===== config.mk =====
export PLATFORM = sky130hd
export DESIGN_NAME = lfu_cache_table
export DESIGN_NICKNAME = d
export VERILOG_FILES = /design/src/sv/lfu_pkg.sv /design/src/sv/lfu_cache_table.sv /design/src/sv/lfu_ram.sv /design/src/sv/lfu_ctrl.sv /design/src/sv/lfu_datapath.sv
export SDC_FILE = /design/constraint.sdc
export NUM_CORES = 2
export LEC_CHECK = 0
export BUFFER_PORTS_ARGS = -buffer_cell sky130_fd_sc_hd__buf_2
export CORE_MARGIN = 4
export CORE_UTILIZATION = 40
export DETAILED_ROUTE_END_ITERATION = 16
export PLACE_DENSITY_LB_ADDON = 0.2
export SLEW_MARGIN = 25
export SYNTH_ARGS = -nofsm -noshare
export SYNTH_HDL_FRONTEND = slang
export SYNTH_SLANG_ARGS = --single-unit

===== constraint.sdc =====
create_clock -name aclk -period 19.15 [get_ports aclk]
set_clock_uncertainty 0.2 [all_clocks]
set_input_delay 0.9575 -clock aclk [delete_from_list [all_inputs] [get_ports aclk]]
set_output_delay 0.9575 -clock aclk [all_outputs]
set_load 0.01 [all_outputs]

===== src/sv/lfu_pkg.sv =====
// Shared types and constants for the LFU cache table.
// No dependencies.
package lfu_pkg;

    localparam int CAPACITY_DEFAULT = 16;
    localparam int CAP_W            = 5;
    localparam logic [CAP_W-1:0] CAPACITY_RESET = CAP_W'(16);

    localparam logic OP_GET = 1'b0;
    localparam logic OP_PUT = 1'b1;

    localparam logic [31:0] COUNT_MAX = 32'hFFFF_FFFF;

    typedef struct packed {
        logic        op;
        logic [31:0] item_key;
        logic [30:0] item_value;
    } lfu_in_t;

    typedef struct packed {
        logic        hit;
        logic [30:0] read_value;
        logic        evicted;
        logic [31:0] evicted_key;
    } lfu_out_t;

    // One table entry as held in RAM
    typedef struct packed {
        logic [31:0] key;
        logic [30:0] data;
        logic [31:0] count;
        logic [31:0] stamp;
    } lfu_entry_t;

    localparam int ENTRY_W = $bits(lfu_entry_t);

    typedef struct packed {
        logic load;
        logic scan;
        logic commit;
    } lfu_cmd_t;

    typedef struct packed {
        logic scan_last;
        logic out_free;
    } lfu_stat_t;

endpackage


===== src/sv/lfu_cache_table.sv =====
// LFU cache table, top level: key-value cache with least-frequently-used
// replacement, oldest-stamp tie break.
//
// Channels: s_ (valid/ready) carries op, key and value of one request;
// m_ (valid/ready) returns hit, read value and eviction details, one result
// per request. cfg_ (valid/ready) writes the capacity register; cfg_ready is
// always high. Capacity is to be written only while the block is idle; the
// block itself does not enforce it. One request is in flight at a time.
// The single read port of the entry RAM sets the steps: key match, free
// slot and victim search share one pass over all entries, one per cycle,
// then a drain state takes the last read word and a decide state writes
// back and loads the result register. s_ready returns the cycle after the
// write-back.
// Reset (aresetn, synchronous, active low) clears all valid bits, the stamp
// counter and the result valid flag, and sets capacity to 16.
// A stalled m_ready holds the result; the next request is still taken and
// scanned, then waits at write-back with s_ready low until the result goes.
// Depends on lfu_pkg, lfu_ctrl and lfu_datapath.
module lfu_cache_table import lfu_pkg::*; #(
    parameter int CAPACITY = CAPACITY_DEFAULT
) (
    input  logic             aclk,
    input  logic             aresetn,
    input  logic             s_valid,
    output logic             s_ready,
    input  lfu_in_t          s_data,
    output logic             m_valid,
    input  logic             m_ready,
    output lfu_out_t         m_data,
    input  logic             cfg_valid,
    output logic             cfg_ready,
    input  logic [CAP_W-1:0] cfg_data
);

    lfu_cmd_t  cmd;
    lfu_stat_t stat;

    assign cfg_ready = 1'b1;

    lfu_ctrl u_ctrl (
        .aclk    (aclk),
        .aresetn (aresetn),
        .s_valid (s_valid),
        .s_ready (s_ready),
        .stat    (stat),
        .cmd     (cmd)
    );

    lfu_datapath #(
        .CAPACITY (CAPACITY)
    ) u_dp (
        .aclk      (aclk),
        .aresetn   (aresetn),
        .cmd       (cmd),
        .stat      (stat),
        .s_data    (s_data),
        .cfg_valid (cfg_valid),
        .cfg_data  (cfg_data),
        .m_ready   (m_ready),
        .m_valid   (m_valid),
        .m_data    (m_data)
    );

endmodule


===== src/sv/lfu_ram.sv =====
// Generic single-port-write, single-port-read RAM with registered read.
// No dependencies.
module lfu_ram #(
    parameter int WIDTH = 8,
    parameter int DEPTH = 16,
    localparam int AW = (DEPTH > 1) ? $clog2(DEPTH) : 1
) (
    input  logic             aclk,
    input  logic             we,
    input  logic [AW-1:0]    waddr,
    input  logic [WIDTH-1:0] wdata,
    input  logic             re,
    input  logic [AW-1:0]    raddr,
    output logic [WIDTH-1:0] rdata
);

    logic [WIDTH-1:0] mem [DEPTH];
    logic [WIDTH-1:0] rdata_reg;

    always_ff @(posedge aclk) begin
        if (we) begin
            mem[waddr] <= wdata;
        end
        if (re) begin
            rdata_reg <= mem[raddr];
        end
    end

    assign rdata = rdata_reg;

endmodule


===== src/sv/lfu_ctrl.sv =====
// Sequencer for the LFU cache table: accept, scan, drain, commit.
// Depends on lfu_pkg.
module lfu_ctrl import lfu_pkg::*; (
    input  logic      aclk,
    input  logic      aresetn,
    input  logic      s_valid,
    output logic      s_ready,
    input  lfu_stat_t stat,
    output lfu_cmd_t  cmd
);

    localparam logic [1:0] ST_IDLE   = 2'd0;
    localparam logic [1:0] ST_SCAN   = 2'd1;
    localparam logic [1:0] ST_DRAIN  = 2'd2;
    localparam logic [1:0] ST_DECIDE = 2'd3;

    logic [1:0] state_reg;
    logic [1:0] state_next;

    always_comb begin
        state_next = state_reg;
        cmd        = '0;
        s_ready    = 1'b0;
        unique case (state_reg)
            ST_IDLE: begin
                s_ready  = 1'b1;
                cmd.load = s_valid;
                if (s_valid) begin
                    state_next = ST_SCAN;
                end
            end
            ST_SCAN: begin
                cmd.scan = 1'b1;
                if (stat.scan_last) begin
                    state_next = ST_DRAIN;
                end
            end
            // last read word is folded in here
            ST_DRAIN: begin
                state_next = ST_DECIDE;
            end
            ST_DECIDE: begin
                cmd.commit = stat.out_free;
                if (stat.out_free) begin
                    state_next = ST_IDLE;
                end
            end
            default: begin
                state_next = ST_IDLE;
            end
        endcase
    end

    always_ff @(posedge aclk) begin
        if (!aresetn) begin
            state_reg <= ST_IDLE;
        end else begin
            state_reg <= state_next;
        end
    end

endmodule


===== src/sv/lfu_datapath.sv =====
// Datapath of the LFU cache table: entry RAM, valid bits, scan accumulators,
// commit logic and result register. Depends on lfu_pkg and lfu_ram.
module lfu_datapath import lfu_pkg::*; #(
    parameter int CAPACITY = CAPACITY_DEFAULT
) (
    input  logic             aclk,
    input  logic             aresetn,
    input  lfu_cmd_t         cmd,
    output lfu_stat_t        stat,
    input  lfu_in_t          s_data,
    input  logic             cfg_valid,
    input  logic [CAP_W-1:0] cfg_data,
    input  logic             m_ready,
    output logic             m_valid,
    output lfu_out_t         m_data
);

    localparam int IDX_W = (CAPACITY > 1) ? $clog2(CAPACITY) : 1;
    localparam int CNT_W = $clog2(CAPACITY + 1);
    localparam int CMP_W = (CNT_W > CAP_W) ? CNT_W : CAP_W;

    lfu_in_t          item_reg;
    logic [CAP_W-1:0] capacity_reg;
    logic [31:0]      stamp_reg;
    logic [CAPACITY-1:0] valid_reg;

    logic [IDX_W-1:0] scan_cnt_reg;
    logic             eval_vld_reg;
    logic [IDX_W-1:0] eval_idx_reg;

    logic [CNT_W-1:0] used_reg;
    logic             found_reg;
    logic [IDX_W-1:0] found_idx_reg;
    lfu_entry_t       found_entry_reg;
    logic             free_any_reg;
    logic [IDX_W-1:0] free_idx_reg;
    logic             vict_any_reg;
    logic [IDX_W-1:0] vict_idx_reg;
    lfu_entry_t       vict_entry_reg;

    logic             m_valid_reg;
    lfu_out_t         m_data_reg;

    logic [ENTRY_W-1:0] ram_rdata;
    lfu_entry_t       rd_entry;
    logic             ev_valid;
    logic             key_match;
    logic             better;

    logic [CMP_W-1:0] cap_raw;
    logic [CMP_W-1:0] cap_eff;
    logic             is_full;
    logic             cnt_sat;

    logic             wr_en;
    logic [IDX_W-1:0] wr_addr;
    lfu_entry_t       wr_entry;
    logic             set_valid;
    logic             stamp_inc;
    lfu_out_t         res;

    lfu_ram #(
        .WIDTH (ENTRY_W),
        .DEPTH (CAPACITY)
    ) u_ram (
        .aclk  (aclk),
        .we    (cmd.commit & wr_en),
        .waddr (wr_addr),
        .wdata (wr_entry),
        .re    (cmd.scan),
        .raddr (scan_cnt_reg),
        .rdata (ram_rdata)
    );

    assign rd_entry  = lfu_entry_t'(ram_rdata);
    assign ev_valid  = valid_reg[eval_idx_reg];
    assign key_match = rd_entry.key == item_reg.item_key;
    // lowest count wins, oldest stamp on a tie; strict compare keeps lowest slot
    assign better    = {rd_entry.count, rd_entry.stamp}
                     < {vict_entry_reg.count, vict_entry_reg.stamp};

    assign stat.scan_last = scan_cnt_reg == IDX_W'(CAPACITY - 1);
    assign stat.out_free  = !m_valid_reg || m_ready;

    assign cap_raw = CMP_W'(capacity_reg);
    assign cap_eff = (cap_raw > CMP_W'(CAPACITY)) ? CMP_W'(CAPACITY) : cap_raw;
    assign is_full = CMP_W'(used_reg) >= cap_eff;
    assign cnt_sat = found_entry_reg.count == COUNT_MAX;

    always_comb begin
        wr_en          = 1'b0;
        wr_addr        = free_idx_reg;
        wr_entry.key   = item_reg.item_key;
        wr_entry.data  = item_reg.item_value;
        wr_entry.count = 32'd1;
        wr_entry.stamp = stamp_reg;
        set_valid      = 1'b0;
        stamp_inc      = 1'b0;
        res            = '0;
        priority if (found_reg) begin
            wr_en    = 1'b1;
            wr_addr  = found_idx_reg;
            wr_entry = found_entry_reg;
            res.hit  = 1'b1;
            if (!cnt_sat) begin
                wr_entry.count = found_entry_reg.count + 32'd1;
                wr_entry.stamp = stamp_reg;
                stamp_inc      = 1'b1;
            end
            if (item_reg.op == OP_PUT) begin
                wr_entry.data = item_reg.item_value;
            end else begin
                res.read_value = found_entry_reg.data;
            end
        end else if (item_reg.op == OP_GET || cap_eff == '0) begin
            // miss on get, or nothing may be stored
        end else if (is_full) begin
            wr_en           = 1'b1;
            wr_addr         = vict_idx_reg;
            stamp_inc       = 1'b1;
            res.evicted     = 1'b1;
            res.evicted_key = vict_entry_reg.key;
        end else begin
            wr_en     = 1'b1;
            wr_addr   = free_idx_reg;
            set_valid = 1'b1;
            stamp_inc = 1'b1;
        end
    end

    // control state
    always_ff @(posedge aclk) begin
        if (!aresetn) begin
            capacity_reg <= CAPACITY_RESET;
            stamp_reg    <= '0;
            valid_reg    <= '0;
            scan_cnt_reg <= '0;
            eval_vld_reg <= 1'b0;
            used_reg     <= '0;
            found_reg    <= 1'b0;
            free_any_reg <= 1'b0;
            vict_any_reg <= 1'b0;
            m_valid_reg  <= 1'b0;
        end else begin
            if (cfg_valid) begin
                capacity_reg <= cfg_data;
            end
            eval_vld_reg <= cmd.scan;
            if (cmd.load) begin
                scan_cnt_reg <= '0;
                used_reg     <= '0;
                found_reg    <= 1'b0;
                free_any_reg <= 1'b0;
                vict_any_reg <= 1'b0;
            end else begin
                if (cmd.scan) begin
                    scan_cnt_reg <= scan_cnt_reg + IDX_W'(1);
                end
                if (eval_vld_reg) begin
                    if (ev_valid) begin
                        used_reg <= used_reg + CNT_W'(1);
                        if (key_match) begin
                            found_reg <= 1'b1;
                        end
                        vict_any_reg <= 1'b1;
                    end else begin
                        free_any_reg <= 1'b1;
                    end
                end
            end
            if (cmd.commit) begin
                if (stamp_inc) begin
                    stamp_reg <= stamp_reg + 32'd1;
                end
                if (set_valid) begin
                    valid_reg[wr_addr] <= 1'b1;
                end
                m_valid_reg <= 1'b1;
            end else if (m_ready) begin
                m_valid_reg <= 1'b0;
            end
        end
    end

    // payload
    always_ff @(posedge aclk) begin
        if (cmd.load) begin
            item_reg <= s_data;
        end
        eval_idx_reg <= scan_cnt_reg;
        if (eval_vld_reg && ev_valid) begin
            if (!found_reg && key_match) begin
                found_idx_reg   <= eval_idx_reg;
                found_entry_reg <= rd_entry;
            end
            if (!vict_any_reg || better) begin
                vict_idx_reg   <= eval_idx_reg;
                vict_entry_reg <= rd_entry;
            end
        end
        if (eval_vld_reg && !ev_valid && !free_any_reg) begin
            free_idx_reg <= eval_idx_reg;
        end
        if (cmd.commit) begin
            m_data_reg <= res;
        end
    end

    assign m_valid = m_valid_reg;
    assign m_data  = m_data_reg;

endmodule


Word-level counts from Yosys, hierarchy flattened
Memories as Yosys holds them, arrays and structs flattened. A register that Yosys moved wholly into a read port is not among the register bits. Cells that the tools add are included.

Register bits: 437. Memory bits (writable): 2032. Input port bits: 74. Output and inout bits: 68. Logic and storage cells: 117. Memories: 1.

Memory list: u_dp.u_ram.mem (words 16, bits a word 127, read ports 1, clocked after Yosys merged registers in 1, wr ports 1, RTL line lfu_ram.sv:17) `logic [WIDTH-1:0] mem [DEPTH];`.

$add $sub $neg: 4. Order comparisons: 6. Equal/unequal tests: 9. Multiplexer cells: 33. Bitwise gates (word level): 7. Reductions and logical operators: 28.

Operator list (number): $mux 127 (1); $add 32x1->32 const B (2); $lt 64x64->1 (1); $mux 64 (1); $mux 31 (2); $mux 33 (1); $eq 32x32->1 (1); $eq 32x32->1 const B (1); $mux 32 (1); $mux 1 (17); $or 16x16->16 (1); $mux 4 (3); $reduce_and 2->1 (6); $lt 4x5->1 const B (2); $pmux 2 s4 (1); $mux 2 (3); $reduce_and 3->1 (2); $reduce_or 2->1 (3); $add 5x1->5 const B (1); $ge 5x5->1 (1); $gt 5x5->1 const B (1); $logic_and 1x1->1 (5); $logic_not 1->1 (5); $logic_not 5->1 (1); 16 further kinds (24).

Longest topological paths before layout
Depth in word-level cells: 11. Gate-level depth with buffers: 9. Gate-level depth less buffers: 9.

Cells and area by module
Synthesis repeated with hierarchy kept, for this count alone.

Cells, all modules: 4699. Area total of the unflattened synthesis: 98892.3 sq um.

By module, submodules not included: lfu_ram (instances 1, cells each 3320, area each 80140.6 sq um, sequential area each 64832.2 sq um); lfu_datapath (instances 1, cells each 1357, area each 18570.3 sq um, sequential area each 12351.8 sq um); lfu_ctrl (instances 1, cells each 20, area each 170.2 sq um, sequential area each 40.0 sq um); lfu_cache_table (instances 1, cells each 2, area each 11.3 sq um, sequential area each 0.0 sq um).

Worst setup path after synthesis
No wires, ideal clock.

Path type: input-to-reg. Start: in m_ready. End: mem u_dp.u_ram.mem[0][0] in the netlist's numbering, enable pin. Setup time: 768 ps. Arrival time: 13561 ps. Data required time: 18182 ps. Setup slack: 4621 ps. Stages on the path: 5. Buffers on the path: 0. Cells stage by stage: nor2b_1 nor2b_1 o21ai_2 or3_1 nor3_1.

RTL lines: from (decl) (RTL line lfu_cache_table.sv:28) `input logic m_ready,`; to (decl) (RTL line lfu_ram.sv:17).

Worst setup path after layout
Start: reg u_dp.capacity_reg[4] (netlist: u_dp.cap_raw[4]). End: mem u_dp.u_ram.mem[12][67] in the netlist's numbering, enable pin.

Word-level cells in the longest chain between the ends: 9. Elaborated cells between the ends (all ways): 13. Classes of those cells: 2 x order compare; 8 x mux; 1 x bitwise; 2 x reduce/logical.

RTL lines: from (decl) (RTL line lfu_datapath.sv:23) `logic [CAP_W-1:0] capacity_reg;`; from (signal assigned) (RTL line lfu_datapath.sv:146) `capacity_reg <= cfg_data;`; $gt 5x5->1 (RTL line lfu_datapath.sv:86) `assign cap_eff = (cap_raw > CMP_W'(CAPACITY)) ? CMP_W'(CAPACITY) : cap_raw;`; $mux 5 (*) (RTL line lfu_datapath.sv:86); $logic_not 5->1 (RTL line lfu_datapath.sv:115) `end else if (item_reg.op == OP_GET || cap_eff == '0) begin`; $logic_or 1x1->1 (RTL line lfu_datapath.sv:115); $mux 1 (RTL line lfu_datapath.sv:115); $mux 1 (RTL line lfu_datapath.sv:100) `priority if (found_reg) begin`; $and 1x1->1 (RTL line lfu_datapath.sv:67) `.we (cmd.commit & wr_en),`; $mux 1 (RTL line lfu_ram.sv:21) `if (we) begin`; $mux 1 (not written as such) (RTL line lfu_ram.sv:22) `mem[waddr] <= wdata;`.

Every way passes the cells marked *; elsewhere a longest branch is shown, timed or not.

==> impl_metrics.yaml <==
worst_setup_path:
  start_kind: "flop"
  crit_arrival_ps: 6360
  crit_type: "flop to flop"
  cp_max_fo: 46
  required_ps: 19460
  end_kind: "flop"
timing:
  grt_setup_unrepaired: "no"
  fin_crit_sh_pct: 31.6
  finalSetupTns_ps: 0
  setup_viol: 0
  relSlewSlack_pct: 23.0
  fmax_mhz: 165
  max_slew.worst_pin.slew_ps: 1150
  slew_violations: 0
  fin_crit_ps: 6050
  fin_ws_ps: 13100
  finalHoldViolations: 0
floorplanning:
  die_area_um2: 255000
  rows: 182
  dieHeight_um: 505
  pin_count: 142
  core_um2: 246000
  die_x_um: 505
  start_util_pct: 40.2
place:
  dpl_worst_slack_ps: 12950
  dp_cells: 7608
  globalplace.congestion: 0.749
  io_buffers: 140
  detailed_place_hpwl_um: 121000
synthesis:
  synth_flop_cell: "edfxtp_1"
  syn_area_per_cell_um2: 22.8
  synth_top_family_by_area: "multiplexers"
  netlist_area_um2: 98900
  synth_cell_types: 65
  syn_inst: 4344
  yosys-mux-area-fraction_pct: 15.9
  yosysWarnings: 0
  synth-compound-area-share_pct: 1.01
  synth_xor_xnor_area_share_pct: 0.602
  yosysMostFrequentCell: "edfxtp_1"
  synth_top_area_cell: "edfxtp_1"
  synth-edff-count: 2523
  synth_top_cell_area_share_pct: 76.6
  synth-simple-area-share_pct: 2.27
  synthTopCellsByArea: "edfxtp_1, mux4_2, dfxtp_1"
  synth-async-reset-ratio_pct: 0
  ys_seq_area_share_pct: 78.1
  synth_seq_cells: 2596
  synth_top_cells_by_count: "edfxtp_1, mux4_2, clkbuf_1"
  synthAdderAreaFrac_pct: 0.961
  synth_nets: 4494
pwr:
  powerDensity_nw_per_um2: 117
  power.leakage_nw: 35.8
  worst_ir_drop_vdd_v: 0.000120
  p_total_w: 0.0132
layout:
  drive_above_1_share_pct: 27.6
  post-route-util_pct: 45.9
  area.growth.synth_to_final_pct: 14.2
  instances_no_fill: 8139
  largest_reg_flops: 2032
  nNetsFinal: 4878
route:
  drt_iter0_drc: 4311
  drt_wl_total_um: 232000
  routed-via-count: 45300
  drtAntennaViolNets: 0
  routed_via_density: 5.56
  wire_per_inst_um: 28.6
  drt-pass1-iter-count: 5
  drc: 0
clock_tree:
  clkLatencyLatePin_ps: 910
  cts_repair_resize_count: 0
  clockBufferDepth: 4
  clkSlewWorstSetupHoldPaths_ps: 60
  cts_setup_buffers: 0
  htreeDepth: 5
  cts.root.buffer_cell: "clkbuf_16"
  cts_tree: "done"
  cts_sinks: 2596
  cts_buffers: 281
global_route:
  grt_remaining_overflow: 0
  antenna_found_initial: 18
  grt_usage_pct: 18.1
  grt_pass1_vias: 46800
  grt_max_degree: 147
  grt_pass1_wl_um: 339000
min_path:
  hp-class: "primary input to flop"
outcome:
  outcome: "finished, final reports clean"
flow_run:
  drv_cap: 0
-- cell families (layout without fill, tap and decap cells) --
family          count (synthesis)  in the layout
compound gates                152            152
fa+ha+maj                      76             76
xor+xnor                       68             68
buf+inv                       271            843
simple gates                  422            422
flops                        2596           2596
other cells                     1              4
mux                           758            758
-- layout by cell type (no fill, tap or decap), types with 24 or more instances in the layout --
| cell type | n |
|---|---|
| a21oi_1 | 30 |
| and2_1 | 69 |
| buf_2 | 140 |
| buf_4 | 84 |
| clkbuf_1 | 67 |
| clkbuf_16 | 287 |
| clkinv_1 | 51 |
| clkinv_2 | 35 |
| dfxtp_1 | 68 |
| dlygate4sd3_1 | 57 |
| edfxtp_1 | 2523 |
| ha_1 | 75 |
| inv_1 | 80 |
| mux2_1 | 31 |
| mux2_2 | 66 |
| mux4_2 | 637 |
| nand2_1 | 69 |
| nand3_1 | 37 |
| nand4_1 | 45 |
| nor2_1 | 51 |
| nor3_1 | 24 |
| o21ai_0 | 42 |
| xnor2_1 | 60 |
-- layer usage --
metal  GRT usage, %  part of all wire (%)  up-vias
met1           26.9                    46    24700
met4           4.08                   2.0        2
met3           2.89                   5.2      360
met5              0                0.0034        -
met2           28.4                    47     1267
li1               -                     -    19000
-- repair_timing --
item	4_1_cts	5_1_grt
hold endpoints to repair	57	0
endpoints found under the setup margin	0	0
hold buffers	57	0
-- per-stage QoR --
step	instance area, um2	hold slack [ps]
finish	113000	62.5
CTS	113000	0.681
floorplan	98900	153
global placement	104000	207
global route	113000	11.1
detailed placement	104000	205
-- cell type report --
type                    count  area (um2)
well taps                3220        4030
clock buffers             356        7460
repair buffers            291        2090
inverters                  81         304
flip-flops and latches   2596       77200
fillers                 20300      133000
diodes                      3        7.51
clock inverters           115        1080
multi-input cells        1477       20800
-- final timing paths --
kind,start,to,slack (ps),cells after the start
worst max-delay path,u_dp.cap_raw[4]$_SDFFE_PN1P_,u_dp.u_ram.mem[12][67]$_DFFE_PP_,13100,13
worst min-delay path,s_data[45],u_dp.item_reg[45]$_DFFE_PP_,60,1
worst max register to register,u_dp.cap_raw[4]$_SDFFE_PN1P_,u_dp.u_ram.mem[12][67]$_DFFE_PP_,13100,13
worst min register to register,u_dp.u_ram.rdata[90]$_DFFE_PP_,u_dp.found_entry_reg[90]$_DFFE_PP_,220,0
-- critical path: stages (launching register included) --
cell and delay (ps):
dfxtp_1 320, inv_1 130, nand2_1 70, ha_1 300
o211ai_1 110, o21a_1 260, nor3_4 170, buf_4 440
mux2_2 410, or3_1 510, nor2_4 310, buf_4 780
buf_4 690, buf_4 840
-- power by group --
| group | total [W] | leakage (nW) | internal [W] | switching (W) |
|---|---|---|---|---|
| clock | 0.00515 | 4.18 | 0.00303 | 0.00211 |
| sequential | 0.00671 | 24.3 | 0.00657 | 0.000146 |
| combinational | 0.00136 | 7.27 | 0.000601 | 0.000761 |
Note: power is estimated with default switching activity, not from simulation.
